===== config.mk =====
export PLATFORM = sky130hd
export DESIGN_NAME = source_map_mapping_encoder
export DESIGN_NICKNAME = d
export VERILOG_FILES = /design/src/smme_pkg.sv /design/src/source_map_mapping_encoder.sv
export SDC_FILE = /design/constraint.sdc
export NUM_CORES = 1
export LEC_CHECK = 0
export BUFFER_PORTS_ARGS = -buffer_cell sky130_fd_sc_hd__buf_2
export CAP_MARGIN = 20
export CORE_AREA = 2 2 188 208
export CTS_CLUSTER_DIAMETER = 30
export DETAILED_ROUTE_END_ITERATION = 8
export DIE_AREA = 0 0 190 210
export HOLD_SLACK_MARGIN = 0.05
export MAX_ROUTING_LAYER = met4
export PLACE_DENSITY_LB_ADDON = 0.1
export SLEW_MARGIN = 10
export SYNTH_ARGS = -nofsm -noshare
export SYNTH_HDL_FRONTEND = slang
export SYNTH_SLANG_ARGS = --single-unit

===== constraint.sdc =====
create_clock -name i_clk -period 13.9 [get_ports i_clk]
set_input_delay 2.085 -clock i_clk [delete_from_list [all_inputs] [get_ports i_clk]]
set_output_delay 2.085 -clock i_clk [all_outputs]
set_load 0.01 [all_outputs]

===== src/smme_pkg.sv =====
// types, constants and control program for the source map mappings encoder
`default_nettype none

package smme_pkg;

    typedef struct packed {
        logic signed [31:0] gen_line;
        logic signed [31:0] gen_col;
        logic signed [31:0] src_idx;
        logic signed [31:0] src_line;
        logic signed [31:0] src_col;
        logic signed [31:0] name_idx;
    } t_in;

    typedef struct packed {
        logic [7:0]  out_char;
        logic [30:0] repeat_count;
        logic        error;
        logic        last;
    } t_out;

    localparam logic [7:0] CHAR_SEMI  = 8'h3B;
    localparam logic [7:0] CHAR_COMMA = 8'h2C;
    localparam logic [7:0] CHAR_NONE  = 8'h00;

    // micro-operations
    typedef enum logic [2:0] {
        OP_CHECK,
        OP_LINE,
        OP_COMMA,
        OP_LOAD,
        OP_DIGIT,
        OP_COMMIT
    } t_op;

    typedef enum logic [2:0] {
        FLD_GC,
        FLD_SI,
        FLD_SL,
        FLD_SC,
        FLD_NI
    } t_fld;

    // when a digit step marks its final digit as the item's last beat
    typedef enum logic [1:0] {
        LAST_NEVER,
        LAST_IF_NO_NAME,
        LAST_ALWAYS
    } t_last;

    typedef enum logic {
        COND_NONE,
        COND_NO_NAME
    } t_cond;

    localparam int unsigned STEP_W = 4;

    localparam logic [STEP_W-1:0] STEP_CHECK    = 4'd0;
    localparam logic [STEP_W-1:0] STEP_LINE     = 4'd1;
    localparam logic [STEP_W-1:0] STEP_COMMA    = 4'd2;
    localparam logic [STEP_W-1:0] STEP_LOAD_GC  = 4'd3;
    localparam logic [STEP_W-1:0] STEP_DIG_GC   = 4'd4;
    localparam logic [STEP_W-1:0] STEP_LOAD_SI  = 4'd5;
    localparam logic [STEP_W-1:0] STEP_DIG_SI   = 4'd6;
    localparam logic [STEP_W-1:0] STEP_LOAD_SL  = 4'd7;
    localparam logic [STEP_W-1:0] STEP_DIG_SL   = 4'd8;
    localparam logic [STEP_W-1:0] STEP_LOAD_SC  = 4'd9;
    localparam logic [STEP_W-1:0] STEP_DIG_SC   = 4'd10;
    localparam logic [STEP_W-1:0] STEP_LOAD_NI  = 4'd11;
    localparam logic [STEP_W-1:0] STEP_DIG_NI   = 4'd12;
    localparam logic [STEP_W-1:0] STEP_COMMIT   = 4'd13;

    typedef struct packed {
        t_op               op;
        t_fld              fld;
        t_last             last_mode;
        t_cond             cond;
        logic [STEP_W-1:0] target;
    } t_ctl;

    // control store
    function automatic t_ctl prog_rom(input logic [STEP_W-1:0] step);
        t_ctl c;
        c = '{op: OP_COMMIT, fld: FLD_GC, last_mode: LAST_NEVER,
              cond: COND_NONE, target: STEP_CHECK};
        case (step)
            STEP_CHECK:   c.op = OP_CHECK;
            STEP_LINE:    c.op = OP_LINE;
            STEP_COMMA:   c.op = OP_COMMA;
            STEP_LOAD_GC: begin c.op = OP_LOAD;  c.fld = FLD_GC; end
            STEP_DIG_GC:  c.op = OP_DIGIT;
            STEP_LOAD_SI: begin c.op = OP_LOAD;  c.fld = FLD_SI; end
            STEP_DIG_SI:  c.op = OP_DIGIT;
            STEP_LOAD_SL: begin c.op = OP_LOAD;  c.fld = FLD_SL; end
            STEP_DIG_SL:  c.op = OP_DIGIT;
            STEP_LOAD_SC: begin c.op = OP_LOAD;  c.fld = FLD_SC; end
            STEP_DIG_SC:  begin c.op = OP_DIGIT; c.last_mode = LAST_IF_NO_NAME; end
            STEP_LOAD_NI: begin
                c.op     = OP_LOAD;
                c.fld    = FLD_NI;
                c.cond   = COND_NO_NAME;
                c.target = STEP_COMMIT;
            end
            STEP_DIG_NI:  begin c.op = OP_DIGIT; c.last_mode = LAST_ALWAYS; end
            STEP_COMMIT:  c.op = OP_COMMIT;
            default:      c.op = OP_COMMIT;
        endcase
        return c;
    endfunction

    // base64 digit alphabet
    function automatic logic [7:0] b64_char(input logic [5:0] d);
        logic [7:0] ch;
        if (d < 6'd26) begin
            ch = 8'h41 + {2'b00, d};
        end else if (d < 6'd52) begin
            ch = 8'h61 + {2'b00, d} - 8'd26;
        end else if (d < 6'd62) begin
            ch = 8'h30 + {2'b00, d} - 8'd52;
        end else if (d == 6'd62) begin
            ch = 8'h2B;
        end else begin
            ch = 8'h2F;
        end
        return ch;
    endfunction

endpackage

`default_nettype wire


===== src/source_map_mapping_encoder.sv =====
// top level: source map v3 mappings encoder driven by a small control store
`default_nettype none

// Encodes one mapping per input beat into source map v3 mappings text, one
// character per output beat. A line advance gives one ';' beat whose
// repeat_count is the line gap, a ',' separates segments on one line, then
// come the base64 VLQ digits of the generated column, source index, source
// line, source column and (when a name index other than -1 is given) name
// index, each as a delta against the previous mapping. A bad mapping, or any
// mapping after a failure, gives a single error beat and the encoder stays
// failed until reset.
// Items are taken one at a time: a microcoded sequencer steps through a
// fourteen-entry control store, one step per cycle unless an output stall
// holds it, and the next item is accepted in the cycle after the last step
// has run. An item is taken in, then runs the check, the line step, the
// comma step, a load for each of the five delta slots (the name slot's load
// also runs when there is no name and then jumps to commit), one digit step
// per VLQ digit, with at most seven digits per delta, and the commit step.
// A rejected item ends at the check step. The digit steps, the error beat of
// the check step and the ';' and ',' beats wait while the output register
// holds a beat that the consumer has not taken.

module source_map_mapping_encoder (
    input  wire               i_clk,
    input  wire               i_rst_n,
    input  wire               i_valid,
    output logic              o_ready,
    input  smme_pkg::t_in     i_data,
    output logic              o_valid,
    input  wire               i_ready,
    output smme_pkg::t_out    o_data
);

    // sequencer state
    logic                            r_busy, n_busy;
    logic [smme_pkg::STEP_W-1:0]     r_step, n_step;
    smme_pkg::t_in                   r_in, n_in;
    logic [31:0]                     r_vlq, n_vlq;

    // encoder state
    logic [30:0] r_line, n_line;
    logic [30:0] r_pgc, n_pgc;
    logic [30:0] r_psi, n_psi;
    logic [30:0] r_psl, n_psl;
    logic [30:0] r_psc, n_psc;
    logic [30:0] r_pni, n_pni;
    logic        r_seg, n_seg;
    logic        r_healthy, n_healthy;

    // output register
    logic            r_ov, n_ov;
    smme_pkg::t_out  r_out, n_out;

    smme_pkg::t_ctl  ctl;
    logic            slot_free;
    logic            bad_in, line_back, col_back, err;
    logic            no_name, line_adv;
    logic [30:0]     gap;
    logic [30:0]     sel_x, sel_p;
    logic [31:0]     d_fwd, d_rev;
    logic            d_neg;
    logic [30:0]     d_mag;
    logic            more;
    logic            dig_last;

    assign o_ready = !r_busy;
    assign o_valid = r_ov;
    assign o_data  = r_out;

    always_comb begin
        ctl       = smme_pkg::prog_rom(r_step);
        slot_free = !r_ov || i_ready;

        // validity checks; a set sign bit fails before the compares matter
        bad_in    = r_in.gen_line[31] || r_in.gen_col[31] ||
                    r_in.src_idx[31] || r_in.src_line[31] ||
                    r_in.src_col[31] ||
                    (r_in.name_idx[31] && (r_in.name_idx != -32'sd1));
        line_back = r_in.gen_line[30:0] < r_line;
        col_back  = (r_in.gen_line[30:0] == r_line) &&
                    (r_in.gen_col[30:0] < r_pgc);
        err       = !r_healthy || bad_in || line_back || col_back;

        // once checked, a negative name index can only be "no name"
        no_name   = r_in.name_idx[31];
        line_adv  = r_in.gen_line[30:0] != r_line;
        gap       = r_in.gen_line[30:0] - r_line;

        // operand select for the delta unit
        case (ctl.fld)
            smme_pkg::FLD_GC: begin sel_x = r_in.gen_col[30:0];  sel_p = r_pgc; end
            smme_pkg::FLD_SI: begin sel_x = r_in.src_idx[30:0];  sel_p = r_psi; end
            smme_pkg::FLD_SL: begin sel_x = r_in.src_line[30:0]; sel_p = r_psl; end
            smme_pkg::FLD_SC: begin sel_x = r_in.src_col[30:0];  sel_p = r_psc; end
            smme_pkg::FLD_NI: begin sel_x = r_in.name_idx[30:0]; sel_p = r_pni; end
            default:          begin sel_x = r_in.gen_col[30:0];  sel_p = r_pgc; end
        endcase
        d_fwd = {1'b0, sel_x} - {1'b0, sel_p};
        d_rev = {1'b0, sel_p} - {1'b0, sel_x};
        d_neg = d_fwd[31];
        d_mag = d_neg ? d_rev[30:0] : d_fwd[30:0];

        // digit unit: low five bits out, continuation when more remain
        more = |r_vlq[31:5];
        case (ctl.last_mode)
            smme_pkg::LAST_NEVER:      dig_last = 1'b0;
            smme_pkg::LAST_IF_NO_NAME: dig_last = !more && no_name;
            smme_pkg::LAST_ALWAYS:     dig_last = !more;
            default:                   dig_last = 1'b0;
        endcase

        n_busy    = r_busy;
        n_step    = r_step;
        n_in      = r_in;
        n_vlq     = r_vlq;
        n_line    = r_line;
        n_pgc     = r_pgc;
        n_psi     = r_psi;
        n_psl     = r_psl;
        n_psc     = r_psc;
        n_pni     = r_pni;
        n_seg     = r_seg;
        n_healthy = r_healthy;
        n_ov      = r_ov && !i_ready;
        n_out     = r_out;

        if (!r_busy) begin
            if (i_valid) begin
                n_in   = i_data;
                n_busy = 1'b1;
                n_step = smme_pkg::STEP_CHECK;
            end
        end else begin
            case (ctl.op)
                smme_pkg::OP_CHECK: begin
                    if (!err) begin
                        n_step = r_step + 1'b1;
                    end else if (slot_free) begin
                        // rejected item: single error beat, sticky failure
                        n_ov      = 1'b1;
                        n_out     = '{out_char: smme_pkg::CHAR_NONE, repeat_count: '0,
                                      error: 1'b1, last: 1'b1};
                        n_healthy = 1'b0;
                        n_busy    = 1'b0;
                    end
                end
                smme_pkg::OP_LINE: begin
                    if (!line_adv) begin
                        n_step = r_step + 1'b1;
                    end else if (slot_free) begin
                        n_ov   = 1'b1;
                        n_out  = '{out_char: smme_pkg::CHAR_SEMI, repeat_count: gap,
                                   error: 1'b0, last: 1'b0};
                        n_line = r_in.gen_line[30:0];
                        n_pgc  = '0;
                        n_seg  = 1'b0;
                        n_step = r_step + 1'b1;
                    end
                end
                smme_pkg::OP_COMMA: begin
                    if (!r_seg) begin
                        n_step = r_step + 1'b1;
                    end else if (slot_free) begin
                        n_ov   = 1'b1;
                        n_out  = '{out_char: smme_pkg::CHAR_COMMA, repeat_count: 31'd1,
                                   error: 1'b0, last: 1'b0};
                        n_step = r_step + 1'b1;
                    end
                end
                smme_pkg::OP_LOAD: begin
                    n_vlq = {d_mag, d_neg};
                    if (ctl.cond == smme_pkg::COND_NO_NAME && no_name) begin
                        n_step = ctl.target;
                    end else begin
                        n_step = r_step + 1'b1;
                    end
                end
                smme_pkg::OP_DIGIT: begin
                    if (slot_free) begin
                        n_ov    = 1'b1;
                        n_out   = '{out_char: smme_pkg::b64_char({more, r_vlq[4:0]}),
                                    repeat_count: 31'd1, error: 1'b0, last: dig_last};
                        n_vlq   = {5'd0, r_vlq[31:5]};
                        if (!more) begin
                            n_step = r_step + 1'b1;
                        end
                    end
                end
                smme_pkg::OP_COMMIT: begin
                    n_pgc  = r_in.gen_col[30:0];
                    n_psi  = r_in.src_idx[30:0];
                    n_psl  = r_in.src_line[30:0];
                    n_psc  = r_in.src_col[30:0];
                    if (!no_name) begin
                        n_pni = r_in.name_idx[30:0];
                    end
                    n_seg  = 1'b1;
                    n_busy = 1'b0;
                end
                default: begin
                    n_busy = 1'b0;
                end
            endcase
        end
    end

    always_ff @(posedge i_clk) begin
        r_in  <= n_in;
        r_vlq <= n_vlq;
        r_out <= n_out;
        if (!i_rst_n) begin
            r_busy    <= 1'b0;
            r_step    <= smme_pkg::STEP_CHECK;
            r_line    <= '0;
            r_pgc     <= '0;
            r_psi     <= '0;
            r_psl     <= '0;
            r_psc     <= '0;
            r_pni     <= '0;
            r_seg     <= 1'b0;
            r_healthy <= 1'b1;
            r_ov      <= 1'b0;
        end else begin
            r_busy    <= n_busy;
            r_step    <= n_step;
            r_line    <= n_line;
            r_pgc     <= n_pgc;
            r_psi     <= n_psi;
            r_psl     <= n_psl;
            r_psc     <= n_psc;
            r_pni     <= n_pni;
            r_seg     <= n_seg;
            r_healthy <= n_healthy;
            r_ov      <= n_ov;
        end
    end

endmodule

`default_nettype wire

==> results of run 1 <==
-- cell families (layout without fill, tap and decap cells) --
kind of cell	Yosys count	count (layout)
AO/OA/AOI/OAI	709	709
XOR/XNOR	43	43
adder cells (fa/ha/maj)	137	137
buffers and inverters	298	579
flip-flops	459	459
multiplexers	18	18
AND/OR/NAND/NOR	854	854
-- layer usage --
| metal | vias up | GRT usage, % |
|---|---|---|
| met3 | 171 | 5.56 |
| met4 | 0 | 16.5 |
| li1 | 9470 | - |
| met5 | - | - |
| met1 | 9831 | 44.5 |
| met2 | 1009 | 58.0 |
-- worst paths after layout --
| path | start | endpoint | slack, ns |
|---|---|---|---|
| worst max register to register | r_step[0] | r_vlq[31] | 7.89 |
| worst max-delay path | r_step[0] | r_vlq[31] | 7.89 |
| worst min register to register | r_psi[25] | r_psi[25] | 0.46 |
| worst min-delay path | r_psi[25] | r_psi[25] | 0.46 |
-- state kept, by name, indices dropped and copies added (netlist names) --
signal,count
no_name,1
o_data,41
o_valid,1
r_busy,1
r_healthy,1
r_in,191
r_line,31
r_pgc,31
r_pni,31
r_psc,31
r_psi,31
r_psl,31
r_seg,1
r_step,4
r_vlq,32
-- worst register-to-register path: stages (launching register included) --
cell and delay, ns:
dfxtp_1 0.41, ha_1 0.51, nand2b_1 0.23, nor3b_2 0.22
buf_4 0.73, a22oi_1 0.24, nand2_1 0.14, a221oi_1 0.08
ha_1 0.66, nand2_1 0.15, nor2_1 0.24, nand2_1 0.14
or3_1 0.43, o21ai_4 0.67, mux2_4 0.38, nand3b_4 0.16
o32ai_2 0.28, mux2i_1 0.10
-- metrics by stage --
stage / utilization, % / cells / hold WS [ns]
finish: 76.1 / 3299 / 0.464
global route: 76.1 / 3299 / 0.489
CTS: 76.1 / 3299 / 0.466
detailed placement: 67.9 / 3132 / 0.459
global placement: 67.9 / 3132 / 0.445
floorplan: - / 2518 / 0.434
-- cell usage in the layout, fill, tap and decap left out, types with 90 or more instances in the layout --
cell       instances
dfxtp_1          194
clkbuf_16         90
nand2_1          538
edfxtp_1         265
a22oi_1           92
ha_1             133
buf_2            237
a21boi_0         156
a21oi_1          119
inv_1            152
-- final cells by class --
class                   instances  area, um2
fillers                      2518       9050
well taps                     500        626
clock inverters                66        776
repair buffers                259       1350
clock buffers                 101       2310
multi-input cells            1761      11300
flip-flops and latches        459      11800
inverters                     153        582
-- power breakdown --
| part | internal [mW] | switching (mW) | total [mW] |
|---|---|---|---|
| Clock | 1.41 | 0.762 | 2.17 |
| Sequential | 1.49 | 0.0363 | 1.53 |
| Combinational | 0.108 | 0.152 | 0.260 |
| Total | 3.01 | 0.950 | 3.96 |
==> results.sh, run 1 <==
export IMPL_dr_max_layer_used="met4"
export IMPL_insertion_delay_ns=0.62
export IMPL_fin_crit_sh_pct=43.3
export IMPL_crit_slowest_cell="buf_4"
export IMPL_netlist_top_cells_count="nand2_1 (539), edfxtp_1 (265), dfxtp_1 (194)"
export IMPL_syn2layout_area_growth_pct=18.7
export IMPL_grt_pass1_vias=20400
export IMPL_cp_max_fo=62
export IMPL_setup_tns_ns=0
export IMPL_first_pass_iters=6
export IMPL_leakage_nw=11.1
export IMPL_cpMostUsedCell="nand2_1"
export IMPL_relSlewSlack_pct=24.4
export IMPL_tightest_slew_ns=1.12
export IMPL_clkTransAtPathRegs_ns=0.05
export IMPL_endpoint_kind="flip-flop"
export IMPL_muxShareOfSynthArea_pct=0.774
export IMPL_drive_gt1_share_pct=16.7
export IMPL_ys_seq_area_share_pct=48.9
export IMPL_nNetsFinal=3055
export IMPL_status="complete, no violations"
export IMPL_htreeDepth=3
export IMPL_synth_simple_area_share_pct=15.6
export IMPL_stdcell_area_um2=28800
export IMPL_yosysUniqueCellTypes=93
export IMPL_fin_ws_ns=7.89
export IMPL_grt_pass1_wl_um=108000
export IMPL_place_congestion=0.948
export IMPL_wl_met1_um=28000
export IMPL_arrival_ns=6.35
export IMPL_crit_chain="ha_1 > nand2b_1 > nor3b_2 > buf_4 > a22oi_1 > nand2_1 > a221oi_1 > ha_1 > nand2_1 > nor2_1 > nand2_1 > or3_1 > o21ai_4 > mux2_4 > nand3b_4 > o32ai_2 > mux2i_1"
export IMPL_clock_sinks=459
export IMPL_crit_family="simple AND/OR/NAND/NOR gates"
export IMPL_avgSynthCellArea_um2=9.63
export IMPL_cap_violations=0
export IMPL_ant_nets=0
export IMPL_slew_violations=0
export IMPL_yosys_warnings=0
export IMPL_drt_iter0_markers=1817
export IMPL_num_vias=20500
export IMPL_hold_class="reg -> reg"
export IMPL_syn_nets=2850
export IMPL_rsz0062_at_grt="false"
export IMPL_wl_per_cell_um=21.0
export IMPL_synth_cells=2518
export IMPL_synth_area_leader_cell="edfxtp_1"
export IMPL_synth_async_sr_flop_share_pct=0
export IMPL_finalSetupViolCount=0
export IMPL_p_per_area_nw_per_um2=138
export IMPL_grt_usage_pct=35.8
export IMPL_yosys_area_share_adder_pct=7.15
export IMPL_critPathLaunchType="flip-flop"
export IMPL_netlist_area_um2=24200
export IMPL_cts_hold_fix_buffers=0
export IMPL_hpwl_um=46500
export IMPL_synth_compound_area_share_pct=21.2
export IMPL_timing_fmax_mhz=166
export IMPL_worstHoldPathCells=2
export IMPL_synth_ff_type="edfxtp_1"
export IMPL_wl_um=69400
export IMPL_required_ns=14.24
export IMPL_die_h_um=210
export IMPL_antenna_cells=0
export IMPL_wl_met3_um=5330
export IMPL_post_cts_buffers=0
export IMPL_overflow=0
export IMPL_antenna_found_initial=0
export IMPL_root_buffer="clkbuf_16"
export IMPL_num_rows=75
export IMPL_place_ws_ns=8.07
export IMPL_path_buf_inv=1
export IMPL_io_buffers=238
export IMPL_synth_most_common_cell="nand2_1"
export IMPL_synth_top_area_share_pct=32.8
export IMPL_grt_max_degree=115
export IMPL_slowest_delay_ns=0.73
export IMPL_ff2ff_path_depth=17
export IMPL_die_x_um=190
export IMPL_cp_num_cells=17
export IMPL_dpl_instance_area_um2=25700
export IMPL_clockBufferDepth=3
export IMPL_hold_viol=0
export IMPL_synth_top_cells_by_area="edfxtp_1 (33%), dfxtp_1 (16%), nand2_1 (8.3%)"
export IMPL_synth_xor_area_share_pct=1.55
export IMPL_dr_wl_met2_um=33300
export IMPL_cts_resized=0
export IMPL_skew_ns=0.0308
export IMPL_path_class="reg -> reg"
export IMPL_synth_edf_count=265
export IMPL_start_util_pct=64.1
export IMPL_ir_drop_uv=215
export IMPL_synth_top_family_by_area="compound AO/OA/AOI/OAI gates"
export IMPL_core_um2=37800
export IMPL_drc_errors=0
export IMPL_ys_ff_latch=459
export IMPL_tritoncts="done"
export IMPL_viasPerCell=6.21
export IMPL_fin_crit_ns=6.01
export IMPL_total_power_mw=3.96
export IMPL_cts_buffers=89
export IMPL_die_area_um2=39900
export IMPL_ios=239
No activity file was read; power rests on OpenSTA's default activity.
==> inputs of run 2 (changes only) <==
--- a/config.mk
+++ b/config.mk
@@ -5,12 +5,13 @@
 export SDC_FILE = /design/constraint.sdc
 export NUM_CORES = 1
 export LEC_CHECK = 0
+export ABC_AREA = 1
 export BUFFER_PORTS_ARGS = -buffer_cell sky130_fd_sc_hd__buf_2
 export CAP_MARGIN = 20
-export CORE_AREA = 2 2 188 208
+export CORE_AREA = 2 2 209 231
 export CTS_CLUSTER_DIAMETER = 30
 export DETAILED_ROUTE_END_ITERATION = 8
-export DIE_AREA = 0 0 190 210
+export DIE_AREA = 0 0 211 233
 export HOLD_SLACK_MARGIN = 0.05
 export MAX_ROUTING_LAYER = met4
 export PLACE_DENSITY_LB_ADDON = 0.1
==> constraint.sdc (replaced) <==
create_clock -name i_clk -period 5.1 [get_ports i_clk]
set_input_delay 0.765 -clock i_clk [delete_from_list [all_inputs] [get_ports i_clk]]
set_output_delay 0.765 -clock i_clk [all_outputs]
set_load 0.01 [all_outputs]
==> run 2 against run 1 <==
  * Register-to-register slack worse by 7.6 ns
  * Flip-flop and latch count unchanged
  * Final cell count up 20%
  * Clock skew up 0.033 ns
  * Utilization down 12 points
  * Die area up 23%
  * Clock power rose to 2.8 times the previous value
  * Sequential share of layout area down 1.6 points
  * Non-clock buffer count up 8
  * Synthesized cell count up 22%
  * Sequential power rose to 2.7 times the previous value
  * Maximum frequency up 25%
  * Critical path type unchanged
  * Critical endpoint is now r_vlq[27]
  * Highest routed layer unchanged
==> results.sh, run 2 <==
export IMPL_slew_violations=0
export IMPL_synth_top_cells_by_area="edfxtp_1 (32%), dfxtp_1 (16%), nand2_1 (10%)"
export IMPL_slowest_delay_ns=0.45
export IMPL_ir_drop_uv=341
export IMPL_htreeDepth=3
export IMPL_start_util_pct=53.5
export IMPL_num_rows=83
export IMPL_place_congestion=1.02
export IMPL_hpwl_um=61000
export IMPL_viasPerCell=5.74
export IMPL_nFillCells=3900
export IMPL_crit_slowest_cell="ha_2"
export IMPL_final_cell_mix="nand2_1 (663), nor2_1 (396), inv_1 (333), a21oi_1 (276), edfxtp_1 (265)"
export IMPL_relSlewSlack_pct=29.5
export IMPL_status="complete, no violations"
export IMPL_final_common_cell="nand2_1"
export IMPL_netlist_top_cells_count="nand2_1 (663), nor2_1 (400), inv_1 (334)"
export IMPL_fin_ws_ns=0.303
export IMPL_hold_class="in -> reg"
export IMPL_syn2layout_area_growth_pct=19.7
export IMPL_drive_gt1_share_pct=14.0
export IMPL_crit_family="simple AND/OR/NAND/NOR gates"
export IMPL_fin_crit_ns=4.80
export IMPL_ys_ff_latch=459
export IMPL_endpoint_kind="flip-flop"
export IMPL_fin_crit_sh_pct=94.1
export IMPL_synth_area_leader_cell="edfxtp_1"
export IMPL_netlist_area_um2=25000
export IMPL_root_buffer="clkbuf_16"
export IMPL_drc_errors=0
export IMPL_cts_buffers=91
export IMPL_tritoncts="done"
export IMPL_hold_viol=0
export IMPL_timing_rr_start="r_step[1]"
export IMPL_die_x_um=211
export IMPL_rrSetupSlack_ns=0.30
export IMPL_finish_utilization_pct=64.1
export IMPL_required_ns=5.44
export IMPL_antenna_found_initial=1
export IMPL_dp_cells=3787
export IMPL_whs_endpoint="r_in[166]"
export IMPL_critPathLaunchType="flip-flop"
export IMPL_synth_async_sr_flop_share_pct=0
export IMPL_die_h_um=233
export IMPL_ios=239
export IMPL_place_ws_ns=0.293
export IMPL_ant_nets=0
export IMPL_wl_per_cell_um=20.8
export IMPL_largest_reg_flops=191
export IMPL_rsz0062_at_grt="false"
export IMPL_worstSetupStartpoint="r_step[1]"
export IMPL_cp_max_fo=69
export IMPL_skew_ns=0.0633
export IMPL_crit_chain="ha_2 > nand2_1 > nor2_1 > inv_1 > nor2_4 > inv_2 > nand4_2 > buf_12 > nand3_1 > o21ai_0 > inv_1 > ha_2 > inv_1 > o21bai_1 > a21oi_1 > o21ai_0 > nor2_1 > nand2_2 > buf_6 > nand2_1 > a21oi_1 > nor2_1"
export IMPL_dpl_instance_area_um2=26600
export IMPL_timing_fmax_mhz=208
export IMPL_num_vias=22700
export IMPL_core_um2=46600
export IMPL_finalSetupViolCount=0
export IMPL_stdcell_area_um2=29900
export IMPL_min_delay_start="i_data[166]"
export IMPL_synth_edf_count=265
export IMPL_synth_top_area_share_pct=31.9
export IMPL_clockBufferDepth=3
export IMPL_first_pass_iters=6
export IMPL_syn_nets=3392
export IMPL_clock_sinks=459
export IMPL_worst_r2r_endpoint="r_vlq[27]"
export IMPL_cap_violations=0
export IMPL_grt_pass1_vias=21900
export IMPL_clkTransAtPathRegs_ns=0.06
export IMPL_drt_iter0_markers=2156
export IMPL_synth_cells=3060
export IMPL_arrival_ns=5.14
export IMPL_nNetsFinal=3619
export IMPL_path_buf_inv=6
export IMPL_wl_um=82200
export IMPL_avgSynthCellArea_um2=8.16
export IMPL_worstHoldPathCells=1
export IMPL_overflow=0
export IMPL_ff2ff_path_depth=22
export IMPL_grt_usage_pct=34.2
export IMPL_largest_register="r_in"
export IMPL_synth_ff_type="edfxtp_1"
export IMPL_leakage_nw=12.7
export IMPL_io_buffers=238
export IMPL_tightest_slew_ns=1.06
export IMPL_grt_pass1_wl_um=124000
export IMPL_yosysUniqueCellTypes=52
export IMPL_insertion_delay_ns=0.66
export IMPL_path_class="reg -> reg"
export IMPL_die_area_um2=49200
export IMPL_ys_seq_area_share_pct=47.4
export IMPL_setup_tns_ns=0
export IMPL_p_per_area_nw_per_um2=367
export IMPL_yosys_warnings=0
export IMPL_synth_most_common_cell="nand2_1"
export IMPL_grt_max_degree=106
export IMPL_fin_cells=3962
run 2: changes by cell type after synthesis, moves of 124 or more:
cell	delta
a21boi_0	-154
a21oi_1	+157
inv_1	+181
nand2_1	+124
nor2_1	+311
o21ai_0	+204
run 2: timing repair:
| action | 4_1_cts | 5_1_grt |
|---|---|---|
| resized for setup | 0 | 8 |
| hold buffers | 0 | 0 |
| setup endpoints to repair | 0 | 31 |
| setup buffers | 0 | 2 |
run 2: layout make-up:
cell class	count	area [um2]	share of cell area (%)
flip-flops and latches	459	11800	39.6
multi-input cells	2123	11300	37.7
clock buffers	102	2380	7.96
repair buffers	267	1520	5.07
inverters	345	1300	4.36
clock inverters	70	850	2.84
well taps	595	744	2.49
diodes	1	2.50	0.00837
run 2: kinds of logic (layout without fill, tap and decap cells):
kind of cell | count (synthesis) | in the layout | synth area share, %
AO/OA/AOI/OAI | 724 | 724 | 16.8
buffers and inverters | 478 | 784 | 7.64
other | 0 | 1 | 0
AND/OR/NAND/NOR | 1214 | 1214 | 19.5
adder cells (fa/ha/maj) | 136 | 136 | 6.91
flip-flops | 459 | 459 | 47.4
XOR/XNOR | 49 | 49 | 1.72
run 2: routing by layer:
metal / part of all wire [%] / routed length [um] / GRT usage (%)
met5: 0 / 0 / -
met2: 46 / 37900 / 54.0
met4: 6.1 / 5010 / 19.7
met1: 41 / 33800 / 42.2
met3: 6.6 / 5450 / 4.59
run 2: worst max path at each step:
stage / endpoint / slack (ns) / cells past startpoint
2_1_floorplan: no_name / 0.88 / 2
3_3_place_gp: r_vlq[27] / 0.33 / 23
3_5_place_dp: r_vlq[27] / 0.29 / 22
4_1_cts: r_vlq[27] / 0.21 / 22
5_1_grt: r_vlq[26] / 0.04 / 23
6_report: r_vlq[27] / 0.30 / 22
run 2: per-stage QoR:
| stage | power (mW) | hold WS, ns |
|---|---|---|
| 5_1_grt | 11.3 | 0.274 |
| 4_1_cts | 11.0 | 0.258 |
| 3_5_place_dp | 4.92 | 0.446 |
| 6_report | 11.0 | 0.280 |
| 2_1_floorplan | 4.62 | 0.419 |
| 3_3_place_gp | 4.91 | 0.434 |
run 2: power by group:
| group | internal, mW | switching (mW) | leakage (nW) | total, mW |
|---|---|---|---|---|
| combinational | 0.243 | 0.482 | 7.06 | 0.725 |
| sequential | 4.06 | 0.0847 | 4.09 | 4.15 |
| clock | 3.95 | 2.15 | 1.54 | 6.10 |
